File: config.mk
export PLATFORM = sky130hd
export DESIGN_NAME = xor_checked_packet_framer_top
export DESIGN_NICKNAME = d
export VERILOG_FILES = /design/src/sv/xcpf_pkg.sv /design/src/sv/xcpf_front.sv /design/src/sv/xcpf_queue.sv /design/src/sv/xcpf_back.sv /design/src/sv/xor_checked_packet_framer_top.sv
export SDC_FILE = /design/constraint.sdc
export NUM_CORES = 1
export LEC_CHECK = 0
export ABC_CLOCK_PERIOD_IN_PS = 3200
export BUFFER_PORTS_ARGS = -buffer_cell sky130_fd_sc_hd__buf_4
export CORE_UTILIZATION = 40
export CTS_CLUSTER_SIZE = 24
export DETAILED_ROUTE_END_ITERATION = 8
export PLACE_DENSITY = 0.66
export SYNTH_ARGS = -nofsm -noshare
export SYNTH_HDL_FRONTEND = slang
export SYNTH_SLANG_ARGS = --single-unit
File: constraint.sdc
create_clock -name clock -period 3.2 [get_ports clock]
set_input_delay 0.32 -clock clock [delete_from_list [all_inputs] [get_ports clock]]
set_output_delay 0.32 -clock clock [all_outputs]
set_load 0.01 [all_outputs]
File: src/sv/xcpf_pkg.sv
// ----------------------------------------------------------------------------
// xcpf_pkg
// Shared types and constants of the framer: byte slots of a frame, register
// indexes and the command that travels from the front end to the back end.
// ----------------------------------------------------------------------------
package xcpf_pkg;

   localparam int BYTE_WIDTH      = 8;
   localparam int CSR_INDEX_WIDTH = 1;

   // register indexes
   localparam logic [CSR_INDEX_WIDTH-1:0] CSR_HEADER = 1'd0;
   localparam logic [CSR_INDEX_WIDTH-1:0] CSR_FOOTER = 1'd1;

   // reset values of the registers
   localparam logic [BYTE_WIDTH-1:0] HEADER_RESET = 8'h0B;
   localparam logic [BYTE_WIDTH-1:0] FOOTER_RESET = 8'h0E;

   // front end phase codes
   localparam logic [1:0] PHASE_IDLE    = 2'd0;
   localparam logic [1:0] PHASE_PAYLOAD = 2'd1;
   localparam logic [1:0] PHASE_SWALLOW = 2'd2;

   // byte slots of a frame, in wire order
   localparam int          NUM_SLOTS   = 5;
   localparam logic [2:0]  SLOT_HEADER = 3'd0;
   localparam logic [2:0]  SLOT_LENGTH = 3'd1;
   localparam logic [2:0]  SLOT_DATA   = 3'd2;
   localparam logic [2:0]  SLOT_CHECK  = 3'd3;
   localparam logic [2:0]  SLOT_FOOTER = 3'd4;

   // command queue
   localparam int QUEUE_DEPTH = 2;

   // one command: which slots go out, and the bytes they carry
   typedef struct packed {
      logic                  has_head;   // header and length byte
      logic                  has_data;   // one payload byte
      logic                  has_close;  // checksum and footer
      logic [BYTE_WIDTH-1:0] length;
      logic [BYTE_WIDTH-1:0] data;
      logic [BYTE_WIDTH-1:0] check;
   } cmd_type;

   // queue head status seen by the back end
   typedef struct packed {
      logic    valid;
      cmd_type cmd;
   } head_type;

endpackage

File: src/sv/xcpf_front.sv
// ----------------------------------------------------------------------------
// xcpf_front
// Request front end: tracks the packet phase, folds the checksum and turns
// each accepted request into at most one command for the back end.
// ----------------------------------------------------------------------------
module xcpf_front #(
   parameter int MAX_PAYLOAD = 64
) (
   input  logic                           clock,
   input  logic                           reset,
   input  logic                           accept,
   input  logic                           start_req,
   input  logic [xcpf_pkg::BYTE_WIDTH-1:0] packet_length,
   input  logic [xcpf_pkg::BYTE_WIDTH-1:0] data_byte,
   output logic                           push,
   output xcpf_pkg::cmd_type              cmd
);

   localparam logic [xcpf_pkg::BYTE_WIDTH-1:0] MAX_LEN = xcpf_pkg::BYTE_WIDTH'(MAX_PAYLOAD);

   logic [1:0]                        phase_ff, phase_in;
   logic [xcpf_pkg::BYTE_WIDTH-1:0]   remain_ff, remain_in;
   logic [xcpf_pkg::BYTE_WIDTH-1:0]   check_ff, check_in;

   always_comb begin
      phase_in  = phase_ff;
      remain_in = remain_ff;
      check_in  = check_ff;
      push      = 1'b0;
      cmd       = '0;
      cmd.length = packet_length;
      cmd.data   = data_byte;
      if (accept) begin
         priority if (start_req) begin
            if (packet_length > MAX_LEN) begin
               // oversize: drop the packet, swallow its later bytes
               check_in  = '0;
               phase_in  = xcpf_pkg::PHASE_SWALLOW;
               remain_in = packet_length - 8'd1;
            end else begin
               push         = 1'b1;
               cmd.has_head = 1'b1;
               if (packet_length == 8'd0) begin
                  cmd.has_close = 1'b1;
                  check_in      = packet_length;
                  phase_in      = xcpf_pkg::PHASE_IDLE;
                  remain_in     = '0;
               end else begin
                  cmd.has_data = 1'b1;
                  check_in     = packet_length ^ data_byte;
                  if (packet_length == 8'd1) begin
                     cmd.has_close = 1'b1;
                     phase_in      = xcpf_pkg::PHASE_IDLE;
                     remain_in     = '0;
                  end else begin
                     phase_in  = xcpf_pkg::PHASE_PAYLOAD;
                     remain_in = packet_length - 8'd1;
                  end
               end
            end
         end else if (phase_ff == xcpf_pkg::PHASE_PAYLOAD) begin
            push         = 1'b1;
            cmd.has_data = 1'b1;
            check_in     = check_ff ^ data_byte;
            remain_in    = remain_ff - 8'd1;
            if (remain_ff == 8'd1) begin
               cmd.has_close = 1'b1;
               phase_in      = xcpf_pkg::PHASE_IDLE;
            end
         end else if (phase_ff == xcpf_pkg::PHASE_SWALLOW) begin
            remain_in = remain_ff - 8'd1;
            if (remain_ff == 8'd1) begin
               phase_in = xcpf_pkg::PHASE_IDLE;
            end
         end else begin
            phase_in = xcpf_pkg::PHASE_IDLE;
         end
      end
      cmd.check = check_in;
   end

   always_ff @(posedge clock) begin
      if (reset) begin
         phase_ff  <= xcpf_pkg::PHASE_IDLE;
         remain_ff <= '0;
         check_ff  <= '0;
      end else begin
         phase_ff  <= phase_in;
         remain_ff <= remain_in;
         check_ff  <= check_in;
      end
   end

   // a packet in progress always expects at least one more byte
   a_payload_remaining: assert property (@(posedge clock) disable iff (reset)
      phase_ff == xcpf_pkg::PHASE_PAYLOAD |-> remain_ff != '0)
      else $error("payload phase with no bytes remaining");

endmodule

File: src/sv/xcpf_queue.sv
// ----------------------------------------------------------------------------
// xcpf_queue
// Short command queue between front and back end.
// ----------------------------------------------------------------------------
module xcpf_queue (
   input  logic               clock,
   input  logic               reset,
   input  logic               push,
   input  xcpf_pkg::cmd_type  push_cmd,
   input  logic               pop,
   output logic               full,
   output xcpf_pkg::head_type head
);

   localparam int PTR_WIDTH = $clog2(xcpf_pkg::QUEUE_DEPTH);
   localparam int CNT_WIDTH = $clog2(xcpf_pkg::QUEUE_DEPTH + 1);
   localparam logic [CNT_WIDTH-1:0] DEPTH_CNT = CNT_WIDTH'(xcpf_pkg::QUEUE_DEPTH);
   localparam logic [PTR_WIDTH-1:0] LAST_PTR  = PTR_WIDTH'(xcpf_pkg::QUEUE_DEPTH - 1);

   xcpf_pkg::cmd_type     slot_ff [xcpf_pkg::QUEUE_DEPTH];
   logic [PTR_WIDTH-1:0]  wr_ptr_ff, wr_ptr_in;
   logic [PTR_WIDTH-1:0]  rd_ptr_ff, rd_ptr_in;
   logic [CNT_WIDTH-1:0]  count_ff, count_in;
   logic                  do_push, do_pop;

   assign full       = (count_ff == DEPTH_CNT);
   assign do_push    = push && !full;
   assign do_pop     = pop && (count_ff != '0);
   assign head.valid = (count_ff != '0);
   assign head.cmd   = slot_ff[rd_ptr_ff];

   always_comb begin
      wr_ptr_in = wr_ptr_ff;
      rd_ptr_in = rd_ptr_ff;
      if (do_push) begin
         wr_ptr_in = (wr_ptr_ff == LAST_PTR) ? '0 : wr_ptr_ff + 1'b1;
      end
      if (do_pop) begin
         rd_ptr_in = (rd_ptr_ff == LAST_PTR) ? '0 : rd_ptr_ff + 1'b1;
      end
      count_in = count_ff + CNT_WIDTH'(do_push) - CNT_WIDTH'(do_pop);
   end

   always_ff @(posedge clock) begin
      if (reset) begin
         wr_ptr_ff <= '0;
         rd_ptr_ff <= '0;
         count_ff  <= '0;
      end else begin
         wr_ptr_ff <= wr_ptr_in;
         rd_ptr_ff <= rd_ptr_in;
         count_ff  <= count_in;
      end
   end

   always_ff @(posedge clock) begin
      if (do_push) begin
         slot_ff[wr_ptr_ff] <= push_cmd;
      end
   end

   a_no_push_when_full: assert property (@(posedge clock) disable iff (reset)
      push |-> !full)
      else $error("command pushed into full queue");

   a_no_pop_when_empty: assert property (@(posedge clock) disable iff (reset)
      pop |-> head.valid)
      else $error("command popped from empty queue");

endmodule

File: src/sv/xcpf_back.sv
// ----------------------------------------------------------------------------
// xcpf_back
// Frame back end: walks the byte slots of the head command and drives one
// framed byte per cycle into the output register while the result side does not stall.
// ----------------------------------------------------------------------------
module xcpf_back (
   input  logic                            clock,
   input  logic                            reset,
   input  xcpf_pkg::head_type              head,
   input  logic [xcpf_pkg::BYTE_WIDTH-1:0] header_byte,
   input  logic [xcpf_pkg::BYTE_WIDTH-1:0] footer_byte,
   output logic                            pop,
   output logic                            rsp_valid,
   input  logic                            rsp_stall,
   output logic [xcpf_pkg::BYTE_WIDTH-1:0] rsp_out_byte,
   output logic                            rsp_frame_end
);

   logic [2:0]                        slot_ff, slot_in;
   logic                              valid_ff, valid_in;
   logic [xcpf_pkg::BYTE_WIDTH-1:0]   byte_ff, byte_in;
   logic                              end_ff, end_in;

   logic                              load;
   logic [xcpf_pkg::NUM_SLOTS-1:0]    present;
   logic [xcpf_pkg::NUM_SLOTS-1:0]    cand;
   logic [xcpf_pkg::NUM_SLOTS-1:0]    rest;
   logic [2:0]                        pick;
   logic                              found;
   logic [xcpf_pkg::BYTE_WIDTH-1:0]   pick_byte;

   assign load = !valid_ff || !rsp_stall;

   assign present = {head.cmd.has_close, head.cmd.has_close, head.cmd.has_data,
                     head.cmd.has_head, head.cmd.has_head};

   // first slot of the head command at or after the current position
   always_comb begin
      pick  = xcpf_pkg::SLOT_HEADER;
      found = 1'b0;
      rest  = '0;
      for (int i = 0; i < xcpf_pkg::NUM_SLOTS; i++) begin
         cand[i] = present[i] && (3'(i) >= slot_ff);
      end
      for (int i = 0; i < xcpf_pkg::NUM_SLOTS; i++) begin
         if (cand[i] && !found) begin
            pick  = 3'(i);
            found = 1'b1;
         end else if (cand[i]) begin
            rest[i] = 1'b1;
         end
      end
   end

   always_comb begin
      unique case (pick)
         xcpf_pkg::SLOT_HEADER: pick_byte = header_byte;
         xcpf_pkg::SLOT_LENGTH: pick_byte = head.cmd.length;
         xcpf_pkg::SLOT_DATA:   pick_byte = head.cmd.data;
         xcpf_pkg::SLOT_CHECK:  pick_byte = head.cmd.check;
         default:               pick_byte = footer_byte;
      endcase
   end

   always_comb begin
      slot_in  = slot_ff;
      valid_in = valid_ff;
      byte_in  = byte_ff;
      end_in   = end_ff;
      pop      = 1'b0;
      if (load) begin
         valid_in = head.valid;
         if (head.valid) begin
            byte_in = pick_byte;
            end_in  = (pick == xcpf_pkg::SLOT_FOOTER);
            if (rest == '0) begin
               pop     = 1'b1;
               slot_in = xcpf_pkg::SLOT_HEADER;
            end else begin
               slot_in = pick + 3'd1;
            end
         end
      end
   end

   always_ff @(posedge clock) begin
      if (reset) begin
         slot_ff  <= xcpf_pkg::SLOT_HEADER;
         valid_ff <= 1'b0;
      end else begin
         slot_ff  <= slot_in;
         valid_ff <= valid_in;
      end
   end

   always_ff @(posedge clock) begin
      byte_ff <= byte_in;
      end_ff  <= end_in;
   end

   assign rsp_valid     = valid_ff;
   assign rsp_out_byte  = byte_ff;
   assign rsp_frame_end = end_ff;

   // a partly sent command stays at the queue head until its last byte
   a_mid_command_head: assert property (@(posedge clock) disable iff (reset)
      slot_ff != xcpf_pkg::SLOT_HEADER |-> head.valid)
      else $error("command position set with empty queue");

endmodule

File: src/sv/xor_checked_packet_framer_top.sv
// ----------------------------------------------------------------------------
// xor_checked_packet_framer_top
// Length-prefixed packet framer with XOR checksum, one byte per result.
// ----------------------------------------------------------------------------
// The framer takes one request and sends one byte per cycle when not stalled.
// A start request opens a frame and yields header, length and (for a nonzero
// length) the first payload byte, plus checksum and footer when the packet is
// that short: three to five result bytes. Each later payload request yields one
// byte, and the last one also the checksum and footer: one or three bytes.
// Oversize packets, idle data and the rest of a dropped packet give nothing.
// The front end classifies each request in the cycle it is accepted and writes
// a command into a two-entry queue; the back end drains the head command one
// byte slot per cycle unless stalled, via a registered output stage. Requests
// thus go one per cycle while the result side keeps up, and the output byte
// rate, one per cycle, sets the pace once frame overhead piles up in the queue.
// Header and footer bytes are programmable through the csr_ port; write them
// only while no frame is in flight.
// ----------------------------------------------------------------------------
module xor_checked_packet_framer_top #(
   parameter int MAX_PAYLOAD = 64
) (
   input  logic                                 clock,
   input  logic                                 reset,
   // request channel
   input  logic                                 req_valid,
   output logic                                 req_stall,
   input  logic                                 req_start_req,
   input  logic [xcpf_pkg::BYTE_WIDTH-1:0]      req_packet_length,
   input  logic [xcpf_pkg::BYTE_WIDTH-1:0]      req_data_byte,
   // result channel
   output logic                                 rsp_valid,
   input  logic                                 rsp_stall,
   output logic [xcpf_pkg::BYTE_WIDTH-1:0]      rsp_out_byte,
   output logic                                 rsp_frame_end,
   // register write port
   input  logic                                 csr_write,
   input  logic [xcpf_pkg::CSR_INDEX_WIDTH-1:0] csr_index,
   input  logic [xcpf_pkg::BYTE_WIDTH-1:0]      csr_data
);

   logic [xcpf_pkg::BYTE_WIDTH-1:0] header_ff, header_in;
   logic [xcpf_pkg::BYTE_WIDTH-1:0] footer_ff, footer_in;

   logic               req_accept;
   logic               push;
   logic               pop;
   logic               full;
   xcpf_pkg::cmd_type  push_cmd;
   xcpf_pkg::head_type head;

   // Hold the request side while the command queue has no room.
   assign req_stall  = full;
   assign req_accept = req_valid && !req_stall;

   // Register writes: header and footer bytes.
   always_comb begin
      header_in = header_ff;
      footer_in = footer_ff;
      if (csr_write) begin
         unique case (csr_index)
            xcpf_pkg::CSR_HEADER: header_in = csr_data;
            xcpf_pkg::CSR_FOOTER: footer_in = csr_data;
            default:              header_in = header_ff;
         endcase
      end
   end

   always_ff @(posedge clock) begin
      if (reset) begin
         header_ff <= xcpf_pkg::HEADER_RESET;
         footer_ff <= xcpf_pkg::FOOTER_RESET;
      end else begin
         header_ff <= header_in;
         footer_ff <= footer_in;
      end
   end

   // Front end: phase tracking, checksum, command build.
   xcpf_front #(
      .MAX_PAYLOAD (MAX_PAYLOAD)
   ) u_front (
      .clock         (clock),
      .reset         (reset),
      .accept        (req_accept),
      .start_req     (req_start_req),
      .packet_length (req_packet_length),
      .data_byte     (req_data_byte),
      .push          (push),
      .cmd           (push_cmd)
   );

   // Decouple the two sides so each can stall on its own.
   xcpf_queue u_queue (
      .clock    (clock),
      .reset    (reset),
      .push     (push),
      .push_cmd (push_cmd),
      .pop      (pop),
      .full     (full),
      .head     (head)
   );

   // Back end: advance through byte slots, one result per cycle unless stalled.
   xcpf_back u_back (
      .clock         (clock),
      .reset         (reset),
      .head          (head),
      .header_byte   (header_ff),
      .footer_byte   (footer_ff),
      .pop           (pop),
      .rsp_valid     (rsp_valid),
      .rsp_stall     (rsp_stall),
      .rsp_out_byte  (rsp_out_byte),
      .rsp_frame_end (rsp_frame_end)
   );

endmodule

Yosys cells after proc, flatten, opt, wreduce, memory -nomap -nowiden --
Memory sizes are Yosys's and may differ from the RTL's. A register that Yosys moved wholly into a read port is not among the register bits. Index checks and enable logic that the tools add are counted.
Word-level totals: logic and storage cells 125, register bits after elaboration 51, input port bits 31, bits in writable memories 54, output and inout port bits 11, memories kept 1
Operators by class: add/sub/neg operators 7, magnitude comparators 6, muxes and demuxes 58, eq/ne operators 9, bitwise operators 3, reductions and logical operators 29
Memory list:
- u_queue.slot_ff | words 2, width 27, read ports 1, clocked after Yosys merged registers in 1, wr ports 1, line xcpf_queue.sv:20 | xcpf_pkg::cmd_type slot_ff [xcpf_pkg::QUEUE_DEPTH];
Operators with widths (number):
- two-way mux 8 bit | 11
- two-way mux 1 bit | 32
- one-hot mux 8 bit (4 select lines) | 1
- two-way mux 2 bit | 10
- == test 8 x 1 -> 1 bit, second input constant | 2
- subtractor 8 x 1 -> 8 bit, second input constant | 2
- bitwise XOR 8 bit | 2
- logical AND 1 bit | 12
- two-way mux 3 bit | 4
- greater-than comparator 8 x 7 -> 1 bit, second input constant | 1
- zero test 8 bit | 1
- AND reduction 2 bit | 4
- zero test 1 bit | 7
- == test 3 x 2 -> 1 bit, second input constant | 2
- greater-or-equal comparator 1 x 3 -> 1 bit, first input constant | 2
- greater-or-equal comparator 2 x 3 -> 1 bit, first input constant | 2
- zero test 5 bit | 1
- == test 2 bit, second input constant | 2
- adder 3 x 1 -> 3 bit, second input constant | 1
- == test 3 x 1 -> 1 bit, second input constant | 1
- == test 3 bit, second input constant | 1
- greater-or-equal comparator 3 bit, first input constant | 1
- zero test 3 bit | 1
- nonzero test 3 bit | 1
- 7 further kinds | 8

Longest topological paths before layout --
Gate-level depths: netlist (run 1).
word-level depth 22, depth in mapped cells 12, mapped depth without buffers 10

Modules after synthesis --
Synthesis (run 1) repeated with hierarchy kept, for this count alone.
Second synthesis, totals: cells, all modules 507, area, all modules 5469.0 um2
By module, submodules not included:
- xcpf_queue | sequential area each 1721.7 um2, cells each 111, area each 2190.9 um2, instances 1
- xcpf_front | sequential area each 360.3 um2, cells each 239, area each 1734.2 um2, instances 1
- xcpf_back | sequential area each 350.3 um2, cells each 89, area each 833.3 um2, instances 1
- xor_checked_packet_framer_top | sequential area each 320.3 um2, cells each 68, area each 710.7 um2, instances 1

Least setup slack after synthesis (run 1) --
Ideal clock, no wire load.
path kind register to register, start register (tool-made name), end register u_back.byte_ff, in the netlist u_back.rsp_out_byte[4], data pin, period minus slack after synthesis 2766 ps, arrival time 2491 ps, cell stages (with the launch flop) 13, slack 434 ps, required time 2925 ps, buffers on the path 2, library setup time 275 ps, cells stage by stage dfxtp_1 buf_2 mux2_2 and2_1 nor2b_1 a21o_1 ha_1 ha_1 clkbuf_1 a221oi_1 a21oi_1 a21oi_1 o221ai_1
RTL lines:
- end signal: assignment | line xcpf_back.sv:97 | byte_ff <= byte_in;
- end: declaration | line xcpf_back.sv:21 | logic [xcpf_pkg::BYTE_WIDTH-1:0] byte_ff, byte_in;

==> flow_summary.toml, run 1 <==
[status]
status = "completed"

[clocking]
cts-buffers-inserted = 9
clk_latency_ps = 350
cts_tree = "done"
postCtsSetupRepairBufs = 0
cts_sinks = 106
clockBufferDepth = 2
cts_root_buf = "clkbuf_16"
clkSlewWorstSetupHoldPaths_ps = 80
htree_num_levels = 3

[floorplan]
initial_core_util = 0.4140
die-area_um2 = 13630
ios = 42
core-area_um2 = 12720
die_x_um = 116.8
rows = 41
dieHeight_um = 116.8

[synth]
ys_types = 69
synthTopCellsByArea = "edfxtp_1, dfxtp_1, a21oi_1, nand2_1, mux2_2"
synth_most_common_cell = "edfxtp_1"
netlist_instances = 505
syn-num-nets = 547
synthArstFlopShare = 0
synth_top_area_frac = 0.3591
avgSynthCellArea_um2 = 10.43
netlist_top_cells_count = "edfxtp_1, nand2_1, a21oi_1"
yosysTopAreaCell = "edfxtp_1"
yosys_warnings = 0
ys_seq_elements = 106
yosysSeqAreaShare = 0.5226
syn-cell-area_um2 = 5268
synth_edf_count = 63
synth_flop_cell = "edfxtp_1"

[worst_setup_path]
path_max_fanout = 16
cp.arrival_ps = 2920
critPathKind = "reg2reg"
required_ps = 3280
critPathCaptureType = "flop"
startpoint_type = "flop"

[layout]
stdcell_count = 709
fin_area_um2 = 6000
nets = 574
multiInputGateArea_um2 = 2285
drive_above_1_share = 0.1713
n_antenna_cell = 0
syn_to_final_growth_pct = 13.90
final-seq-area_um2 = 2753
fill_cells = 1198

[power_and_ir_drop]
power_frac_clock = 0.266
combPwrFrac = 0.310
p_int_uw = 2874
vdd_drop_max_mv = 0.3286
power_density_nw_per_um2 = 712.7
switchingPower_uw = 1402
p_sw_frac = 0.3279
leakagePower_uw = 0.002112
p_seq_frac = 0.424
finalPower_uw = 4276

[sta]
hold_viol_final = 0
rsz0062_at_grt = "false"
setup-violations-final = 0
min_period_over_period = 0.8898
worst_pin_slew_ps = 871.2
post-route-min-period_ps = 2847
slew_headroom = 0.4147
fmax_mhz = 351.2
slew_violations = 0
finalSetupTns_ps = 0
hold_slack_ps = 188.6
skew_ps = 8.183

[drt]
via_per_inst = 5.729
ant_nets = 0
vias = 4062
routed_wl_mm = 12.25
wire_per_inst_um = 17.28
drt_iter0_drc = 282
route.detailed.drc = 0
first_pass_iters = 5

[grt]
gr-total-overflow = 0
grt_max_degree = 42
grt_pass1_vias = 3846
grt_pass1_wl_mm = 19.49
antenna_found_initial = 0
track_usage = 0.1888

[placement]
dpl_cell_area_um2 = 5689
place_congestion = 0.8759
dp.cells = 693
port_buffers = 41
place_hpwl_mm = 8.668

[job]
maxCapViolations = 0

[hold_path]
hp-start = "req_data_byte[4]"
hold_path.class = "in2reg"
==> critical path, cell delays in order, from the launching register on <==
cell      delay [ps]
dfxtp_1          400
mux2_2           370
and2_1           220
nor2b_1          170
a21o_1           200
ha_1             210
ha_2             280
a221oi_1         360
a21oi_1           70
a21oi_1          150
o221ai_1         140
==> final timing paths <==
kind | end | slack, ps | cells after the start
worst max-delay path | u_back.rsp_out_byte[6] | 350 | 10
worst max register to register | u_back.rsp_out_byte[6] | 350 | 10
worst min register to register | header_ff[6] | 460 | 2
worst min-delay path | u_queue.slot_ff[0][12] | 190 | 1
==> logic make-up (layout without fill, tap and decap cells) <==
kind of cell,Yosys count,after routing,synth area share
DFF,106,106,0.5226
muxes,14,14,0.02993
and+or+nand+nor,152,152,0.1580
xor gates and xnor gates,12,12,0.01995
AOI/OAI and AO/OA,154,154,0.1993
buffers and inverters,56,88,0.04418
adders and majority gates,11,11,0.02613
==> layer usage <==
layer / global-route usage / wire [um] / up-vias
met4: 0.07089 / 193 / 0
li1: - / - / 1967
met3: 0.04722 / 699 / 17
met1: 0.2423 / 5623 / 1960
met2: 0.3077 / 5733 / 118
met5: 0 / 0 / -
==> cell usage in the layout, fill, tap and decap left out, types with 3 or more instances in the layout <==
master and instances:
nor2_1 22, a31oi_1 7, a22oi_1 8, a21oi_1 46, or3_1 3, dfxtp_1 43
or2_2 3, o21ai_0 17, ha_1 10, a211oi_1 5, a21o_1 3, buf_4 45
and2_1 5, nand2_1 48, o211ai_1 9, xnor2_1 9, or4_1 4, nand4_1 4
o31a_1 3, and3_1 3, nor3b_1 9, a221oi_1 11, nor2b_1 6, nand2b_1 8
o21ai_1 8, nor4_1 4, xor2_1 3, mux2_2 14, nand3_1 9, inv_1 25
a2111oi_0 3, edfxtp_1 63, nor3_1 10, clkbuf_16 9, a222oi_1 3, o221ai_1 9
==> per-stage QoR <==
stage	setup WS (ps)	utilization
CTS	228.2	0.4714
floorplan	433.7	-
detailed placement	224.6	0.4472
global placement	428.6	0.4472
finish	352.5	0.4716
global route	81.35	0.4716
==> layout make-up <==
class,instances,area share
clock buffers,9,0.03754
clock inverters,7,0.01376
inverters,27,0.01689
multi-input cells,343,0.3808
flip-flops and latches,106,0.4588
well taps,172,0.03587
repair buffers,45,0.05631
==> timing repair <==
item | 4_1_cts | 5_1_grt
hold buffers | 0 | 0
setup endpoints to repair | 0 | 2
gates resized for setup | 0 | 1
==> sequential cells by signal, summed over array words and instances, names as in the netlist, named ones only <==
register,cells
u_back.rsp_frame_end,1
u_front.check_ff,8
u_back.slot_ff,3
u_back.rsp_valid,1
u_queue.count_ff,2
u_queue.slot_ff,54
u_front.phase_ff,2
u_front.remain_ff,8
u_queue.wr_ptr_ff,1
u_back.rsp_out_byte,8
header_ff,8
footer_ff,8
u_queue.rd_ptr_ff,1
==> power by group through the flow <==
stage | clock, uW | combinational (uW) | sequential, uW
CTS | 1170 | 1330 | 1810
finish | 1140 | 1320 | 1810
detailed placement | 0 | 1320 | 1840
global route | 1220 | 1470 | 1830
floorplan | 0 | 902 | 1850
global placement | 0 | 1260 | 1840
No activity file was read; power rests on OpenSTA's default activity.
==> run 2: changes to the inputs <==
--- a/config.mk
+++ b/config.mk
@@ -7,10 +7,11 @@
 export LEC_CHECK = 0
 export ABC_CLOCK_PERIOD_IN_PS = 3200
-export BUFFER_PORTS_ARGS = -buffer_cell sky130_fd_sc_hd__buf_4
 export CORE_UTILIZATION = 40
 export CTS_CLUSTER_SIZE = 24
 export DETAILED_ROUTE_END_ITERATION = 8
-export PLACE_DENSITY = 0.66
+export DONT_BUFFER_PORTS = 1
+export PLACE_DENSITY = 0.63
 export SYNTH_ARGS = -nofsm -noshare
 export SYNTH_HDL_FRONTEND = slang
+export SYNTH_HIERARCHICAL = 1
 export SYNTH_SLANG_ARGS = --single-unit
==> constraint.sdc (replaced) <==
create_clock -name clock -period 3.2 [get_ports clock]
set_input_delay 0.16 -clock clock [delete_from_list [all_inputs] [get_ports clock]]
set_output_delay 0.16 -clock clock [all_outputs]
set_load 0.01 [all_outputs]
==> flow_summary.toml, run 2 <==
[worst_setup_path]
cp_common_cell = "inv_1"
critPathSlowestCell = "dfxtp_1"
slowest_delay_ps = 370
r2r_cells = 9
path_max_fanout = 27
cp.arrival_ps = 2570
crit_chain = "nand2b_2 -> inv_2 -> nor2b_1 -> inv_1 -> nor2_1 -> inv_1 -> or3_1 -> inv_1 -> buf_4"
critPathCaptureType = "flop"
startpoint_type = "flop"
critPathKind = "reg2reg"
required_ps = 3210

[power_and_ir_drop]
vdd_drop_max_mv = 0.2574
power_density_nw_per_um2 = 486.8
leakagePower_uw = 0.002131

[synth]
synthArstFlopShare = 0
yosys_warnings = 6
netlist_instances = 507
synth_top_area_frac = 0.3459
netlist_top_cells_count = "edfxtp_1, nor2_1, dfxtp_1"
synth_flop_cell = "edfxtp_1"
avgSynthCellArea_um2 = 10.79
ys_seq_elements = 106
syn-cell-area_um2 = 5469
synth_edf_count = 63
yosysTopAreaCell = "edfxtp_1"
syn-num-nets = 550
yosysSeqAreaShare = 0.5033
synth_most_common_cell = "edfxtp_1"
synthTopCellsByArea = "edfxtp_1, dfxtp_1, mux2_1, nor2_1, a21oi_1"
ys_types = 64

[floorplan]
core-area_um2 = 13300
die_x_um = 118.9
rows = 42
die-area_um2 = 14140
initial_core_util = 0.4113
dieHeight_um = 118.9
ios = 42

[clocking]
htree_num_levels = 3
post_cts_resized = 0
clkSlewWorstSetupHoldPaths_ps = 80
cts-buffers-inserted = 9
cts_root_buf = "clkbuf_16"
cts_tree = "done"
clockBufferDepth = 2
clk_latency_ps = 360
cts_sinks = 106

[grt]
grt_max_degree = 47
antenna_found_initial = 1
grt_pass1_wl_mm = 20.10
grt_pass1_vias = 3817
track_usage = 0.1864
gr-total-overflow = 0

[drt]
top_layer = "met4"
routed_wl_mm = 12.58
route.detailed.drc = 0
dr_wl_met3_um = 551
ant_nets = 0
drt_iter0_drc = 370
route.met2.wl_mm = 6.144
vias = 3878
wl_met1_mm = 5.580
first_pass_iters = 7
via_per_inst = 5.620
wire_per_inst_um = 18.23

[status]
status = "completed"

[sta]
worst_pin_slew_ps = 788.0
min_period_over_period = 0.7994
finalSetupTns_ps = 0
setup_ws_ps = 641.8
setup-violations-final = 0
fmax_mhz = 390.9
hold_slack_ps = 8.267
post-route-min-period_ps = 2558
slew_headroom = 0.4699
slew_violations = 0
hold_viol_final = 0
skew_ps = 12.17
rsz0062_at_grt = "false"

[hold_path]
hold_path.class = "in2reg"
hold_depth = 2

[layout]
utilization = 0.4539
largest_register_ff_count = 54
layout_commonest_cell = "edfxtp_1"
nets = 551
syn_to_final_growth_pct = 10.34
drive_above_1_share = 0.08967
final_cell_mix = "edfxtp_1, nor2_1, dfxtp_1, a21oi_1, dlygate4sd3_1"
stdcell_count = 690
top_register = "u_queue/slot_ff"

[placement]
place_hpwl_mm = 8.248
port_buffers = 0
dp.cells = 643
place_congestion = 0.8958
post-place-ws_ps = 677.6

[job]
maxCapViolations = 0
[run 2: report_power, final]
group	internal, uW	switching [uW]	total [uW]
combinational	142	184	326
sequential	1500	36.0	1540
clock	542	531	1070
total	2190	751	2940
[run 2: metal layers]
| metal | track usage | up-vias |
|---|---|---|
| met5 | 0 | - |
| met4 | 0.08544 | 0 |
| met3 | 0.02969 | 20 |
| met2 | 0.3154 | 124 |
| met1 | 0.2336 | 1878 |
| li1 | - | 1856 |
[run 2: path summary, 6_finish.rpt]
kind	slack (ps)	startpoint	to
worst min register to register	480	header_ff[2]	header_ff[2]
worst max-delay path	640	u_queue/count_ff[0]	u_queue/slot_ff[0][13]
worst max register to register	640	u_queue/count_ff[0]	u_queue/slot_ff[0][13]
worst min-delay path	8	csr_write	header_ff[5]
[run 2: through the flow]
step,instance area [um^2],power (uW)
after floorplan,5469,1809
after global placement,5440,1837
after detailed placement,5440,1845
after CTS,6032,2953
after global routing,6032,3050
final,6035,2938
[run 2: logic make-up after synthesis]
kind of cell | share of synthesized area
compound gates | 0.1444
flops | 0.5033
buf+inv | 0.06886
fa+ha+maj | 0.02745
simple gates | 0.1505
xor+xnor | 0.02562
mux | 0.07984
[run 2: what timing repair did]
item / 4_1_cts / 5_1_grt
hold endpoints to repair: 75 / 0
hold buffers: 30 / 0
setup buffers: 0 / 0
[run 2: layout make-up]
class	instances	area [um^2]
timing repair buffer	38	370.4
tap	176	220.2
sequential	106	2753
clock buffer	9	225.2
fill	1220	7261
clock inverter	7	56.30
inverter	18	67.56
multi-input combinational	335	2340
antenna	1	2.502
[run 2: worst max-delay path, delay by kind of cell (launching register included)]
| family | cells | cell delay [ps] |
|---|---|---|
| flip-flops | 1 | 370 |
| buffers and inverters | 5 | 830 |
| AND/OR/NAND/NOR | 4 | 980 |
==> run 3: changes to the inputs <==
- ABC_AREA: not set -> 1
- ABC_CLOCK_PERIOD_IN_PS: 3200 -> 2600
- clock period: 3.2 -> 2.6 ns (I/O delays scaled with it)
==> flow_summary.toml, run 3 <==
[sta]
fmax_mhz = 445.1
min_period_over_period = 0.8641
slew_headroom = 0.5307
slew_violations = 0
rsz0062_at_grt = "false"
post-route-min-period_ps = 2247
skew_ps = 5.563
hold_slack_ps = 11.18
hold_viol_final = 0
setup-violations-final = 0
finalSetupTns_ps = 0
worst_pin_slew_ps = 701.6

[grt]
gr-total-overflow = 0
antenna_found_initial = 0
grt_pass1_vias = 4125
grt_pass1_wl_mm = 19.81
track_usage = 0.1754
grt_max_degree = 28

[clocking]
htree_num_levels = 3
cts_root_buf = "clkbuf_16"
clkSlewWorstSetupHoldPaths_ps = 70
cts_sinks = 106
clockBufferDepth = 2
clk_latency_ps = 360
cts-buffers-inserted = 9
cts_tree = "done"

[worst_setup_path]
r2r-end = "u_queue/count_ff[1]"
crit_chain = "mux2_2 -> nand3_2 -> nand3_2 -> nor2_2 -> inv_1 -> nor2_1 -> ha_1 -> inv_1 -> ha_1 -> inv_1 -> nand2_1 -> nand3_1 -> nand2_1 -> nor2_1"
slowest_delay_ps = 440
r2r_slack_ps = 350
critPathSlowestCell = "dfxtp_1"
cp_common_cell = "inv_1"
startpoint_type = "flop"
r2r_cells = 14
path_max_fanout = 4
required_ps = 2850
critPathCaptureType = "flop"
cp.arrival_ps = 2500
critPathKind = "reg2reg"

[synth]
synth_flop_cell = "edfxtp_1"
syn-num-nets = 710
syn-cell-area_um2 = 5698
yosysTopAreaCell = "edfxtp_1"
ys_seq_elements = 106
yosysSeqAreaShare = 0.4831
netlist_top_cells_count = "nand2_1, inv_1, nor2_1"
netlist_instances = 667
synth_top_area_frac = 0.3320
synth_most_common_cell = "nand2_1"
synthTopCellsByArea = "edfxtp_1, dfxtp_1, nand2_1, inv_1, mux2_4"
ys_types = 34
avgSynthCellArea_um2 = 8.543
yosys_warnings = 6
synthArstFlopShare = 0
synth_edf_count = 63

[power_and_ir_drop]
power_density_nw_per_um2 = 644.6
leakagePower_uw = 0.002791
vdd_drop_max_mv = 0.3748

[layout]
top_register = "u_queue/slot_ff"
syn_to_final_growth_pct = 11.11
layout_commonest_cell = "nand2_1"
final-seq-area_um2 = 2753
n_antenna_cell = 0
largest_register_ff_count = 54
drive_above_1_share = 0.1170
nets = 722
multiInputGateArea_um2 = 2346
final_cell_mix = "nand2_1, inv_1, nor2_1, edfxtp_1, nand3_1"
fill_cells = 1312

[hold_path]
hold_path.class = "in2reg"
holdPathEnd = "header_ff[7]"
hold_depth = 4
hp-start = "csr_data[7]"

[status]
status = "completed"

[floorplan]
die-area_um2 = 14730
die_x_um = 121.4
dieHeight_um = 121.4
ios = 42
core-area_um2 = 13880
initial_core_util = 0.4105
rows = 43

[placement]
place_congestion = 0.8183
port_buffers = 0
place_hpwl_mm = 8.351

[drt]
first_pass_iters = 5
drt_iter0_drc = 347
vias = 4209
wire_per_inst_um = 13.92
routed_wl_mm = 12.02
route.detailed.drc = 0
ant_nets = 0
via_per_inst = 4.872

[job]
maxCapViolations = 0
run 3: cells by family after synthesis:
group                      share of synthesized area
and+or+nand+nor                               0.2672
xor gates and xnor gates                    0.006150
DFF                                           0.4831
adders and majority gates                    0.02635
muxes                                        0.06654
AOI/OAI and AO/OA                            0.04502
buffers and inverters                         0.1056
run 3: metrics by stage:
stage	cells	total power, uW	setup slack [ps]	util	instance area (um^2)
after floorplan	667	2471	138.9	-	5700
after global placement	819	2541	459.6	0.4117	5714
after detailed placement	819	2569	368.3	0.4117	5714
after CTS	864	4120	351.8	0.4561	6331
after global routing	864	4279	127.1	0.4561	6331
final	864	4081	353.3	0.4561	6331
run 3: final cells by class:
type / instances / area share
inverters: 93 / 0.05573
repair buffers: 34 / 0.05178
well taps: 180 / 0.03557
flip-flops and latches: 106 / 0.4348
clock inverters: 7 / 0.01601
clock buffers: 9 / 0.03557
multi-input cells: 435 / 0.3706
run 3: worst max path at each step:
| stage | from | to | slack, ps | depth (start not counted) |
|---|---|---|---|---|
| after floorplan | u_queue/count_ff[0] | u_queue/slot_ff[0][0] | 140 | 10 |
| after global placement | flop | u_back/rsp_out_byte[5] | 460 | 13 |
| after detailed placement | flop | u_back/rsp_out_byte[5] | 370 | 13 |
| after CTS | flop | u_queue/count_ff[1] | 350 | 14 |
| after global routing | flop | u_back/rsp_out_byte[5] | 130 | 13 |
| final | flop | u_queue/count_ff[1] | 350 | 14 |
run 3: critical path: cells and delay by family, from the launching register on:
kind                       cells  cell delay [ps]
and+or+nand+nor                8              730
buffers and inverters          3              160
adders and majority gates      2              400
DFF                            1              440
muxes                          1              410
run 3: what timing repair did:
| action | in CTS | in global routing |
|---|---|---|
| gates resized for setup | 0 | 0 |
| buffers inserted | 0 | 0 |
| hold buffers | 29 | 0 |
| hold endpoints to repair | 68 | 0 |
run 3: where the power goes:
group | switching (uW) | internal, uW
logic | 386 | 242
registers | 62.3 | 1900
clock network | 641 | 854
total | 1090 | 2990
run 3: metal layers:
| metal | up-vias | GRT usage | part of all wire |
|---|---|---|---|
| met5 | - | 0 | 0 |
| met4 | 0 | 0.06867 | 0.022 |
| met3 | 22 | 0.05404 | 0.066 |
| met2 | 117 | 0.2813 | 0.46 |
| met1 | 1916 | 0.2192 | 0.46 |
| li1 | 2154 | - | - |
